--- src/sv/tcw_pkg.sv ---
// ----------------------------------------------------------------------------
// tcw_pkg
// shared types, constants and helpers of the text console writer
// ----------------------------------------------------------------------------
package tcw_pkg;

    // screen geometry
    localparam int COLUMNS = 80;
    localparam int ROWS    = 25;
    localparam int CELLS   = ROWS * COLUMNS;

    // field widths
    localparam int CMD_W   = 2;
    localparam int CHAR_W  = 8;
    localparam int ATTR_W  = 8;
    localparam int ADDR_W  = 11;
    localparam int CELL_W  = CHAR_W + ATTR_W;
    localparam int ROW_W   = 5;
    localparam int COL_W   = 7;

    // stream widths
    localparam int IN_DATA_BITS  = CHAR_W + ADDR_W;
    localparam int IN_DATA_W     = ((IN_DATA_BITS + 7) / 8) * 8;
    localparam int OUT_DATA_BITS = CELL_W + ROW_W + COL_W;
    localparam int OUT_DATA_W    = ((OUT_DATA_BITS + 7) / 8) * 8;

    localparam logic [CHAR_W-1:0] NEWLINE_CHAR     = 8'h0a;
    localparam logic [CHAR_W-1:0] BLANK_CHAR       = 8'h20;
    localparam logic [ATTR_W-1:0] TEXT_COLOR_RESET = 8'h07;

    typedef enum logic [CMD_W-1:0] {
        CMD_PUT   = 2'd0,
        CMD_ERASE = 2'd1,
        CMD_CLEAR = 2'd2,
        CMD_READ  = 2'd3
    } cmd_t;

    // one cycle of screen memory traffic
    typedef struct packed {
        logic              we;
        logic [ADDR_W-1:0] waddr;
        logic [CELL_W-1:0] wdata;
        logic              re;
        logic [ADDR_W-1:0] raddr;
    } mem_req_t;

    // payload of one result
    typedef struct packed {
        logic [COL_W-1:0]  col;
        logic [ROW_W-1:0]  row;
        logic [CELL_W-1:0] entry;
    } res_t;

    function automatic logic [ADDR_W-1:0] cell_addr(input logic [ROW_W-1:0] row,
                                                    input logic [COL_W-1:0] col);
        return ADDR_W'(row) * ADDR_W'(COLUMNS) + ADDR_W'(col);
    endfunction

endpackage

--- src/sv/tcw_ctrl.sv ---
// ----------------------------------------------------------------------------
// tcw_ctrl
// command sequencer: cursor, screen sweeps and result holding register
// ----------------------------------------------------------------------------
module tcw_ctrl (
    input  logic                        clk,
    input  logic                        rst_n,
    input  logic                        s_tvalid,
    output logic                        s_tready,
    input  logic [tcw_pkg::CMD_W-1:0]   cmd,
    input  logic [tcw_pkg::CHAR_W-1:0]  ch,
    input  logic [tcw_pkg::ADDR_W-1:0]  cell_index,
    input  logic [tcw_pkg::ATTR_W-1:0]  text_color,
    output tcw_pkg::mem_req_t           mem_req,
    input  logic [tcw_pkg::CELL_W-1:0]  rdata,
    input  logic                        res_take,
    output logic                        res_valid,
    output tcw_pkg::res_t               res
);
    import tcw_pkg::*;

    typedef enum logic [4:0] {
        S_IDLE   = 5'b00001,
        S_READ   = 5'b00010,
        S_SCROLL = 5'b00100,
        S_BLANK  = 5'b01000,
        S_CLEAR  = 5'b10000
    } state_t;

    state_t            state_reg,   state_next;
    logic [ROW_W-1:0]  row_reg,     row_next;
    logic [COL_W-1:0]  col_reg,     col_next;
    logic [ADDR_W-1:0] ptr_reg,     ptr_next;
    logic              cp_wr_reg,   cp_wr_next;
    logic [ADDR_W-1:0] cp_dst_reg,  cp_dst_next;
    logic              init_reg,    init_next;
    logic              res_valid_reg, res_valid_next;
    res_t              res_reg,     res_next;

    logic              accept;
    logic              res_load;
    logic [CELL_W-1:0] res_entry;
    logic [CELL_W-1:0] blank;
    logic              wrap_col;
    logic              last_row;
    logic [ROW_W-1:0]  er_row;
    logic [COL_W-1:0]  er_col;

    assign s_tready = (state_reg == S_IDLE) && (!res_valid_reg || res_take);
    assign accept   = s_tvalid && s_tready;

    // the power-up pass fills with the reset attribute
    assign blank    = {(init_reg ? TEXT_COLOR_RESET : text_color), BLANK_CHAR};
    assign wrap_col = (col_reg == COL_W'(COLUMNS - 1));
    assign last_row = (row_reg == ROW_W'(ROWS - 1));

    // cursor after a backspace
    always_comb
    begin
        er_row = row_reg;
        er_col = col_reg;
        if (col_reg != '0)
        begin
            er_col = col_reg - COL_W'(1);
        end
        else if (row_reg != '0)
        begin
            er_row = row_reg - ROW_W'(1);
            er_col = COL_W'(COLUMNS - 1);
        end
    end

    always_comb
    begin
        state_next  = state_reg;
        row_next    = row_reg;
        col_next    = col_reg;
        ptr_next    = ptr_reg;
        cp_wr_next  = cp_wr_reg;
        cp_dst_next = cp_dst_reg;
        init_next   = init_reg;
        mem_req     = '0;
        res_load    = 1'b0;
        res_entry   = '0;

        unique case (state_reg)
            S_IDLE:
            begin
                if (accept)
                begin
                    unique case (cmd_t'(cmd))
                        CMD_PUT:
                        begin
                            if (ch != NEWLINE_CHAR)
                            begin
                                mem_req.we    = 1'b1;
                                mem_req.waddr = cell_addr(row_reg, col_reg);
                                mem_req.wdata = {text_color, ch};
                            end
                            if ((ch == NEWLINE_CHAR) || wrap_col)
                            begin
                                col_next = '0;
                                if (last_row)
                                begin
                                    state_next = S_SCROLL;
                                    ptr_next   = '0;
                                    cp_wr_next = 1'b0;
                                end
                                else
                                begin
                                    row_next = row_reg + ROW_W'(1);
                                    res_load = 1'b1;
                                end
                            end
                            else
                            begin
                                col_next = col_reg + COL_W'(1);
                                res_load = 1'b1;
                            end
                        end
                        CMD_ERASE:
                        begin
                            mem_req.we    = 1'b1;
                            mem_req.waddr = cell_addr(er_row, er_col);
                            mem_req.wdata = blank;
                            row_next      = er_row;
                            col_next      = er_col;
                            res_load      = 1'b1;
                        end
                        CMD_CLEAR:
                        begin
                            row_next   = '0;
                            col_next   = '0;
                            ptr_next   = '0;
                            state_next = S_CLEAR;
                        end
                        CMD_READ:
                        begin
                            if (cell_index < ADDR_W'(CELLS))
                            begin
                                mem_req.re    = 1'b1;
                                mem_req.raddr = cell_index;
                                state_next    = S_READ;
                            end
                            else
                            begin
                                res_load = 1'b1;
                            end
                        end
                        default:
                        begin
                            state_next = S_IDLE;
                        end
                    endcase
                end
            end
            S_READ:
            begin
                res_load   = 1'b1;
                res_entry  = rdata;
                state_next = S_IDLE;
            end
            S_SCROLL:
            begin
                // read runs one row ahead of the write, so no overlap
                mem_req.re    = 1'b1;
                mem_req.raddr = ptr_reg + ADDR_W'(COLUMNS);
                mem_req.we    = cp_wr_reg;
                mem_req.waddr = cp_dst_reg;
                mem_req.wdata = rdata;
                cp_wr_next    = 1'b1;
                cp_dst_next   = ptr_reg;
                if (ptr_reg == ADDR_W'(CELLS - COLUMNS - 1))
                begin
                    ptr_next   = ADDR_W'(CELLS - COLUMNS);
                    state_next = S_BLANK;
                end
                else
                begin
                    ptr_next = ptr_reg + ADDR_W'(1);
                end
            end
            S_BLANK:
            begin
                mem_req.we = 1'b1;
                if (cp_wr_reg)
                begin
                    // last copied cell still in flight
                    mem_req.waddr = cp_dst_reg;
                    mem_req.wdata = rdata;
                    cp_wr_next    = 1'b0;
                end
                else
                begin
                    mem_req.waddr = ptr_reg;
                    mem_req.wdata = blank;
                    if (ptr_reg == ADDR_W'(CELLS - 1))
                    begin
                        state_next = S_IDLE;
                        res_load   = 1'b1;
                    end
                    else
                    begin
                        ptr_next = ptr_reg + ADDR_W'(1);
                    end
                end
            end
            S_CLEAR:
            begin
                mem_req.we    = 1'b1;
                mem_req.waddr = ptr_reg;
                mem_req.wdata = blank;
                if (ptr_reg == ADDR_W'(CELLS - 1))
                begin
                    state_next = S_IDLE;
                    init_next  = 1'b0;
                    res_load   = !init_reg;
                end
                else
                begin
                    ptr_next = ptr_reg + ADDR_W'(1);
                end
            end
            default:
            begin
                state_next = S_IDLE;
            end
        endcase
    end

    always_comb
    begin
        res_next = res_reg;
        if (res_load)
        begin
            res_next.entry = res_entry;
            res_next.row   = row_next;
            res_next.col   = col_next;
        end
        if (res_load)
        begin
            res_valid_next = 1'b1;
        end
        else if (res_take)
        begin
            res_valid_next = 1'b0;
        end
        else
        begin
            res_valid_next = res_valid_reg;
        end
    end

    always_ff @(posedge clk or negedge rst_n)
    begin
        if (!rst_n)
        begin
            state_reg     <= S_CLEAR;
            row_reg       <= '0;
            col_reg       <= '0;
            ptr_reg       <= '0;
            cp_wr_reg     <= 1'b0;
            init_reg      <= 1'b1;
            res_valid_reg <= 1'b0;
        end
        else
        begin
            state_reg     <= state_next;
            row_reg       <= row_next;
            col_reg       <= col_next;
            ptr_reg       <= ptr_next;
            cp_wr_reg     <= cp_wr_next;
            init_reg      <= init_next;
            res_valid_reg <= res_valid_next;
        end
    end

    always_ff @(posedge clk)
    begin
        cp_dst_reg <= cp_dst_next;
        res_reg    <= res_next;
    end

    assign res_valid = res_valid_reg;
    assign res       = res_reg;

endmodule
--- config.mk ---
export PLATFORM = sky130hd
export DESIGN_NAME = tcw_ctrl
export DESIGN_NICKNAME = d
export VERILOG_FILES = /design/src/sv/tcw_pkg.sv /design/src/sv/tcw_ctrl.sv
export SDC_FILE = /design/constraint.sdc
export NUM_CORES = 1
export LEC_CHECK = 0
export ABC_AREA = 1
export BUFFER_PORTS_ARGS = -buffer_cell sky130_fd_sc_hd__buf_2
export CORE_UTILIZATION = 55
export DETAILED_ROUTE_END_ITERATION = 6
export PLACE_DENSITY_LB_ADDON = 0.2
export REMOVE_ABC_BUFFERS = 1
export SETUP_SLACK_MARGIN = 0.05
export SKIP_LAST_GASP = 1
export SLEW_MARGIN = 10
export SYNTH_ARGS = -nofsm -noshare
export SYNTH_HDL_FRONTEND = slang
export SYNTH_SLANG_ARGS = --single-unit
--- constraint.sdc ---
create_clock -name clk -period 3.9 [get_ports clk]
set_input_delay 0.195 -clock clk [delete_from_list [all_inputs] [get_ports clk]]
set_output_delay 0.195 -clock clk [all_outputs]
set_load 0.005 [all_outputs]
==> reports/qor.yml, run 1 <==
timing:
  finalHoldViolations: 0
  tns_ps: 0
  tightest_slew_ps: 799
  skew_ps: 16.4
  setup_viol: 0
  rsz0062_at_grt: "false"
  maxSlewViolCount: 0
  fin_crit_sh_pct: 94.9
  slew_headroom_pct: 46.7
  min_period_ps: 3700
  clock.fmax_ghz: 0.270
critical_path:
  endpoint_kind: "primary output"
  worstSetupPathType: "reg2out"
  cpPeakStageDelay_ps: 520
  worstPathMaxFanout: 8
  path_delay_family: "simple AND/OR/NAND/NOR gates"
  startpoint_type: "flop"
  crit_chain: "inv_1 -> nand3_2 -> inv_1 -> nand2_1 -> nand2_1 -> nor2_2 -> ha_1 -> ha_1 -> inv_2 -> fa_2 -> inv_2 -> nand3_1 -> nand2_1 -> nand2_1 -> nand2_1 -> nand3_1 -> nand2_1 -> nand2_1 -> nand2_1 -> buf_2"
  crit_slowest_cell: "dfrtp_1"
  worst_ep_required_time_ps: 3700
  crit_top_cell: "nand2_1"
  worstPathArrival_ps: 3500
  cp.buffers_inverters: 5
floorplan:
  rows: 35
  die-area_mm2: 0.0100
  die_y_um: 100
  boundaryPins: 119
  core_area_mm2: 0.00928
  die_width_um: 100
  start_util_pct: 57.0
final_layout:
  diodes: 0
  final_net_count: 942
  drive_gt1_share_pct: 24.8
  utilization_pct: 69.3
  fillerInstances: 816
  largest_register_ffs: 28
  syn2layout_area_growth_pct: 21.6
cts:
  cts_buffers: 9
  clockRootBuffer: "clkbuf_8"
  clock-sinks: 70
  clk_pin_slew_ps: 90
  insertion_delay_ps: 370
  htreeDepth: 3
  clockBufferDepth: 2
  cts_tree: "yes"
logic_synthesis:
  ys_async_sr_fraction_pct: 44.3
  synth_edf_count: 39
  netlist_top_cells_count: "197 x nand2_1, 116 x inv_1, 63 x nand3_1"
  ys_ff_latch: 70
  yosys-top-cells-area: "edfxtp_1 22%, nand2_1 14%, dfrtp_1 14%"
  yosys.cell_types.count: 43
  synth_area_per_cell_um2: 7.35
  ys_seq_area_share_pct: 36.8
  yosysTopAreaCell: "edfxtp_1"
  syn_area_mm2: 0.00530
  synthCells: 720
  synth_top_area_share_pct: 22.1
  synth_flop_cell: "edfxtp_1"
  yosysMostFrequentCell: "nand2_1"
  ys_warn_count: 0
drt:
  viasPerCell: 5.54
  drt-initial-drc-count: 350
  wl_per_cell_um: 15.6
  totalWireLength_mm: 15.6
  ant_nets: 0
  drt_pass1_iterations: 5
  vias: 5515
  drc: 0
flow_run:
  max_cap_violations: 0
grt:
  grt_use_met2_pct: 53.0
  grt-ovfl-total: 0
  grt_pass1_wl_mm: 24.5
  use_met3_pct: 3.41
  antenna_found_initial: 0
  grt_use_met1_pct: 41.6
  grt_max_degree: 32
  grt_pass1_vias: 5057
  busiest_layer: "met2"
  gr-usage-all-layers_pct: 31.4
outcome:
  status: "complete, no violations"
hold_path:
  holdCritPathClass: "in2reg"
power:
  vdd_drop_max_mv: 0.175
  leakage_nw: 3.24
  powerDensity_mw_per_mm2: 238
placement:
  globalplace.congestion: 0.988
  hpwlAfterDp_mm: 11.4
  portBuffers: 118
-- cells by family after synthesis --
kind of cell | after synthesis | share of synthesized area, %
simple gates | 353 | 29.0
buf+inv | 137 | 10.2
compound gates | 110 | 12.9
flops | 70 | 36.8
fa+ha+maj | 31 | 7.89
xor+xnor | 19 | 3.14
-- cell usage in the layout, fill, tap and decap left out, types with 19 or more instances in the layout --
cell / instances
a21oi_1: 19
dfrtp_1: 24
nand3_1: 61
nand2_1: 196
edfxtp_1: 39
buf_4: 29
o21ai_0: 44
ha_1: 26
inv_1: 110
buf_2: 118
nor2_1: 51
-- power by group --
| group | total (mW) | switching [mW] | internal (mW) |
|---|---|---|---|
| sequential | 0.791 | 0.0100 | 0.781 |
| combinational | 0.208 | 0.122 | 0.0860 |
| clock | 0.531 | 0.301 | 0.230 |
| total | 1.53 | 0.433 | 1.10 |
-- cell type report --
class / count / area (um^2) / area share (%)
Multi-Input combinational cell: 513 / 2880 / 44.7
Sequential cell: 70 / 1960 / 30.4
Timing Repair Buffer: 149 / 830 / 12.9
Inverter: 119 / 447 / 6.94
Tap cell: 129 / 161 / 2.51
Clock buffer: 10 / 128 / 1.98
Clock inverter: 6 / 38.8 / 0.603
-- worst reg2reg max path, delay by kind of cell, from the launching register on --
kind                       cells  cell delay, ps
buffers and inverters          5             850
adders and majority gates      1             190
DFF                            1             410
and+or+nand+nor                8            1450
-- what timing repair did --
action | CTS | global route
hold endpoints to repair | 29 | 0
hold buffers | 1 | 0
setup buffers | 0 | 21
endpoints found under the setup margin | 3 | 3
pin swaps | 0 | 7
gates resized for setup | 7 | 21
-- layer usage --
metal | wire length, um | vias to the layer above
met5 | 0 | -
met2 | 7610 | 266
met3 | 1010 | 38
met4 | 377 | 0
met1 | 6570 | 2567
li1 | - | 2644
-- path summary, 6_finish.rpt --
path	start	end	slack [ps]	cells past startpoint
worst min register to register	state_reg[4]	state_reg[4]	500	2
max in group asynchronous	rst_n	col_reg[5]	2890	2
worst min-delay path	rdata[3]	res[3]	140	3
worst max register to register	col_reg[0]	res[1]	730	14
min in group asynchronous	rst_n	col_reg[0]	450	2
worst max-delay path	row_reg[4]	mem_req[38]	200	20
-- per-stage QoR --
step                      power, mW  hold WS [ps]  area, um^2  worst slack [ps]  cells
after floorplan               0.912          -101        5200               724    702
final                          1.53           137        6440               200    996
after global placement        0.981           311        6020               391    958
after CTS                      1.51           135        6230              55.9    975
after global routing           1.59           168        6440              16.2    996
after detailed placement      0.987           315        6020               179    958
Power figures use the tool's default switching activity.
==> run 2, diff against run 1 <==
--- a/config.mk
+++ b/config.mk
@@ -5,7 +5,6 @@
 export SDC_FILE = /design/constraint.sdc
 export NUM_CORES = 1
 export LEC_CHECK = 0
-export ABC_AREA = 1
 export BUFFER_PORTS_ARGS = -buffer_cell sky130_fd_sc_hd__buf_2
 export CORE_UTILIZATION = 55
 export DETAILED_ROUTE_END_ITERATION = 6
==> reports/qor.yml, run 2 <==
final_layout:
  finalNonFillerCells: 796  # -20%
  final_net_count: 763  # -19%
  final_common_cell: "buf_2"
  drive_gt1_share_pct: 34.0  # +9.2 points
  diodes: 0  # unchanged
  largest_register_ffs: 28  # unchanged
  fillerInstances: 641  # -21%
  syn2layout_area_growth_pct: 26.0
  final_cell_mix: "118 x buf_2, 43 x buf_4, 39 x edfxtp_1"
critical_path:
  crit_slowest_cell: "fa_1"
  crit_top_cell: "ha_4"
  worstPathMaxFanout: 3  # -5
  ff2ff_setup_slack_ps: 1390  # +660 ps
  critPathCapture: "mem_req[38]"
  timing.rr.end: "res[18]"
  r2r_cells: 7  # -7
  endpoint_kind: "primary output"
  worstReg2RegStart: "state_reg[3]"
  worstPathArrival_ps: 3880  # +380 ps
  worst_ep_required_time_ps: 3700  # about the same
  startpoint_type: "flop"
  cpPeakStageDelay_ps: 490  # -30 ps
  worstSetupPathType: "reg2out"
  crit_chain: "nor4_4 -> and2_4 -> nand4_1 -> a21o_1 -> ha_4 -> ha_4 -> inv_2 -> fa_1 -> nor2b_1 -> o21ai_1 -> or3_1 -> and3_1 -> o211ai_1 -> nand3_1 -> buf_2"
  startpoint: "col_reg[2]"
placement:
  globalplace.congestion: 0.973  # -1.5%
  portBuffers: 118  # unchanged
  place_inst: 762  # -20%
  hpwlAfterDp_mm: 10.9  # -4.8%
cts:
  cts_buffers: 9  # unchanged
  clock-sinks: 70  # unchanged
  htreeDepth: 3  # unchanged
  clockBufferDepth: 2  # unchanged
  insertion_delay_ps: 350  # -20 ps
  clk_pin_slew_ps: 80  # about the same
  clockRootBuffer: "clkbuf_8"
  cts_tree: "yes"
timing:
  fin_crit_sh_pct: 104  # +9.6 points
  skew_ps: 11.0  # -5.40 ps
  setup_slack_ps: -174  # -374 ps
  rsz0062_at_grt: "true"
  maxSlewViolCount: 0  # unchanged
  timing.hold.ws_ps: 134  # -2.63 ps
  slew_headroom_pct: 32.0  # -15 points
  finalHoldViolations: 0  # unchanged
  setup_viol: 1  # +1
  tns_ps: -174  # -174 ps
  min_period_ps: 4070  # +374 ps
  tightest_slew_ps: 1020  # +221 ps
  clock.fmax_ghz: 0.245  # -9.2%
logic_synthesis:
  yosysTopAreaCell: "edfxtp_1"
  synth_edf_count: 39  # unchanged
  synth_area_per_cell_um2: 9.47  # +29%
  ys_ff_latch: 70  # unchanged
  synthCells: 539  # -25%
  yosys-top-cells-area: "edfxtp_1 23%, dfrtp_1 14%, ha_1 6.6%"
  ys_warn_count: 0  # unchanged
  yosysMostFrequentCell: "edfxtp_1"
  synth_flop_cell: "edfxtp_1"
  ys_seq_area_share_pct: 38.2  # +1.4 points
  yosys.cell_types.count: 74  # +72%
  syn_area_mm2: 0.00511  # -3.6%
  synth_top_area_share_pct: 22.9  # +0.82 points
  netlist_top_cells_count: "39 x edfxtp_1, 37 x nor2_1, 33 x a21oi_1, 33 x nand2_1"
  ys_async_sr_fraction_pct: 44.3  # unchanged
floorplan:
  die_width_um: 98.4  # -1.8%
  core_area_mm2: 0.00885  # -4.7%
  rows: 34  # -2.9%
  die-area_mm2: 0.00967  # -3.5%
  boundaryPins: 119  # unchanged
  start_util_pct: 57.7  # +0.67 points
  die_y_um: 98.4  # -1.8%
drt:
  drt-initial-drc-count: 378  # +8.0%
  wl_met1_mm: 6.36  # -3.3%
  vias: 4920  # -11%
  wl_met3_mm: 1.07  # +5.7%
  dr_wl_met2_mm: 7.11  # -6.6%
  drt_pass1_iterations: 7  # +2
  ant_nets: 0  # unchanged
  dr.max_layer_used: "met4"
  drc: 17  # +17
  wl_per_cell_um: 18.9  # +21%
  totalWireLength_mm: 15.0  # -3.4%
  viasPerCell: 6.18  # +12%
grt:
  grt_pass1_wl_mm: 23.9  # -2.7%
  antenna_found_initial: 0  # unchanged
  grt_max_degree: 32  # unchanged
  grt_pass1_vias: 4649  # -8.1%
  gr-usage-all-layers_pct: 31.7  # +0.31 points
  grt-ovfl-total: 0  # unchanged
outcome:
  violations: "design-rule violations, negative setup slack"
  status: "complete, but fails checks"
flow_run:
  max_cap_violations: 0  # unchanged
hold_path:
  holdCritPathClass: "in2reg"
  hp-start: "rdata[11]"
power:
  powerDensity_mw_per_mm2: 737  # +210%
  leakage_nw: 2.88  # -11%
  vdd_drop_max_mv: 0.453  # +160%
run 2: how the worst min path moves through the flow:
stage / to / slack (ps) / cells past startpoint
after floorplan: col_reg[0] / -100 / 0
after global placement: ptr_reg[0] / 320 / 1
after detailed placement: ptr_reg[0] / 320 / 1
after CTS: res[11] / 130 / 2
after global routing: res[8] / 130 / 2
final: res[11] / 130 / 2
run 2: cells by family (layout without fill, tap and decap cells):
| logic type | count (synthesis) | in the layout | share of synthesized area [%] |
|---|---|---|---|
| AOI/OAI and AO/OA | 175 | 175 | 23.7 |
| xor gates and xnor gates | 20 | 20 | 3.43 |
| adders and majority gates | 31 | 31 | 8.18 |
| buffers and inverters | 51 | 200 | 4.41 |
| DFF | 70 | 70 | 38.2 |
| muxes | 4 | 4 | 1.03 |
| and+or+nand+nor | 188 | 188 | 21.1 |
run 2: cell type report:
type	instances	area, um^2	area share [%]
well taps	108	135	2.10
flip-flops and latches	70	1950	30.3
clock buffers	11	151	2.35
clock inverters	5	81.3	1.26
repair buffers	162	923	14.3
multi-input cells	418	3110	48.4
inverters	22	82.6	1.28
run 2: timing repair:
item / 4_1_cts / 5_1_grt
resized for setup: 30 / 7
endpoints found under the hold margin: 29 / 0
pin swaps: 13 / 10
setup endpoints to repair: 3 / 4
hold buffers: 1 / 0
buffers inserted: 14 / 5
run 2: per-stage QoR:
step                power, mW  area (um^2)  utilization, %  setup WS (ps)
global placement         3.47         5880            66.5            179
CTS                      4.53         6350            71.8          -89.7
floorplan                2.66         4960               -          -49.7
detailed placement       3.51         5880            66.5          -5.38
global route             5.05         6430            72.7           -342
finish                   4.75         6430            72.7           -174
run 2: report_power, final:
| part | total [mW] | internal (mW) | switching, mW |
|---|---|---|---|
| Clock | 0.688 | 0.395 | 0.292 |
| Combinational | 2.97 | 1.34 | 1.63 |
| Sequential | 1.09 | 0.975 | 0.114 |
run 2: routing by layer:
metal | track usage [%] | vias up
li1 | - | 2311
met1 | 41.9 | 2319
met2 | 51.7 | 248
met3 | 5.80 | 42
met4 | 12.7 | 0
met5 | 0 | -
run 2: worst max-delay path: cells and delay by family (launching register included):
kind,cells,cell delay (ps)
AO/OA/AOI/OAI,3,530
AND/OR/NAND/NOR,7,1510
adder cells (fa/ha/maj),3,920
flip-flops,1,410
buffers and inverters,2,180
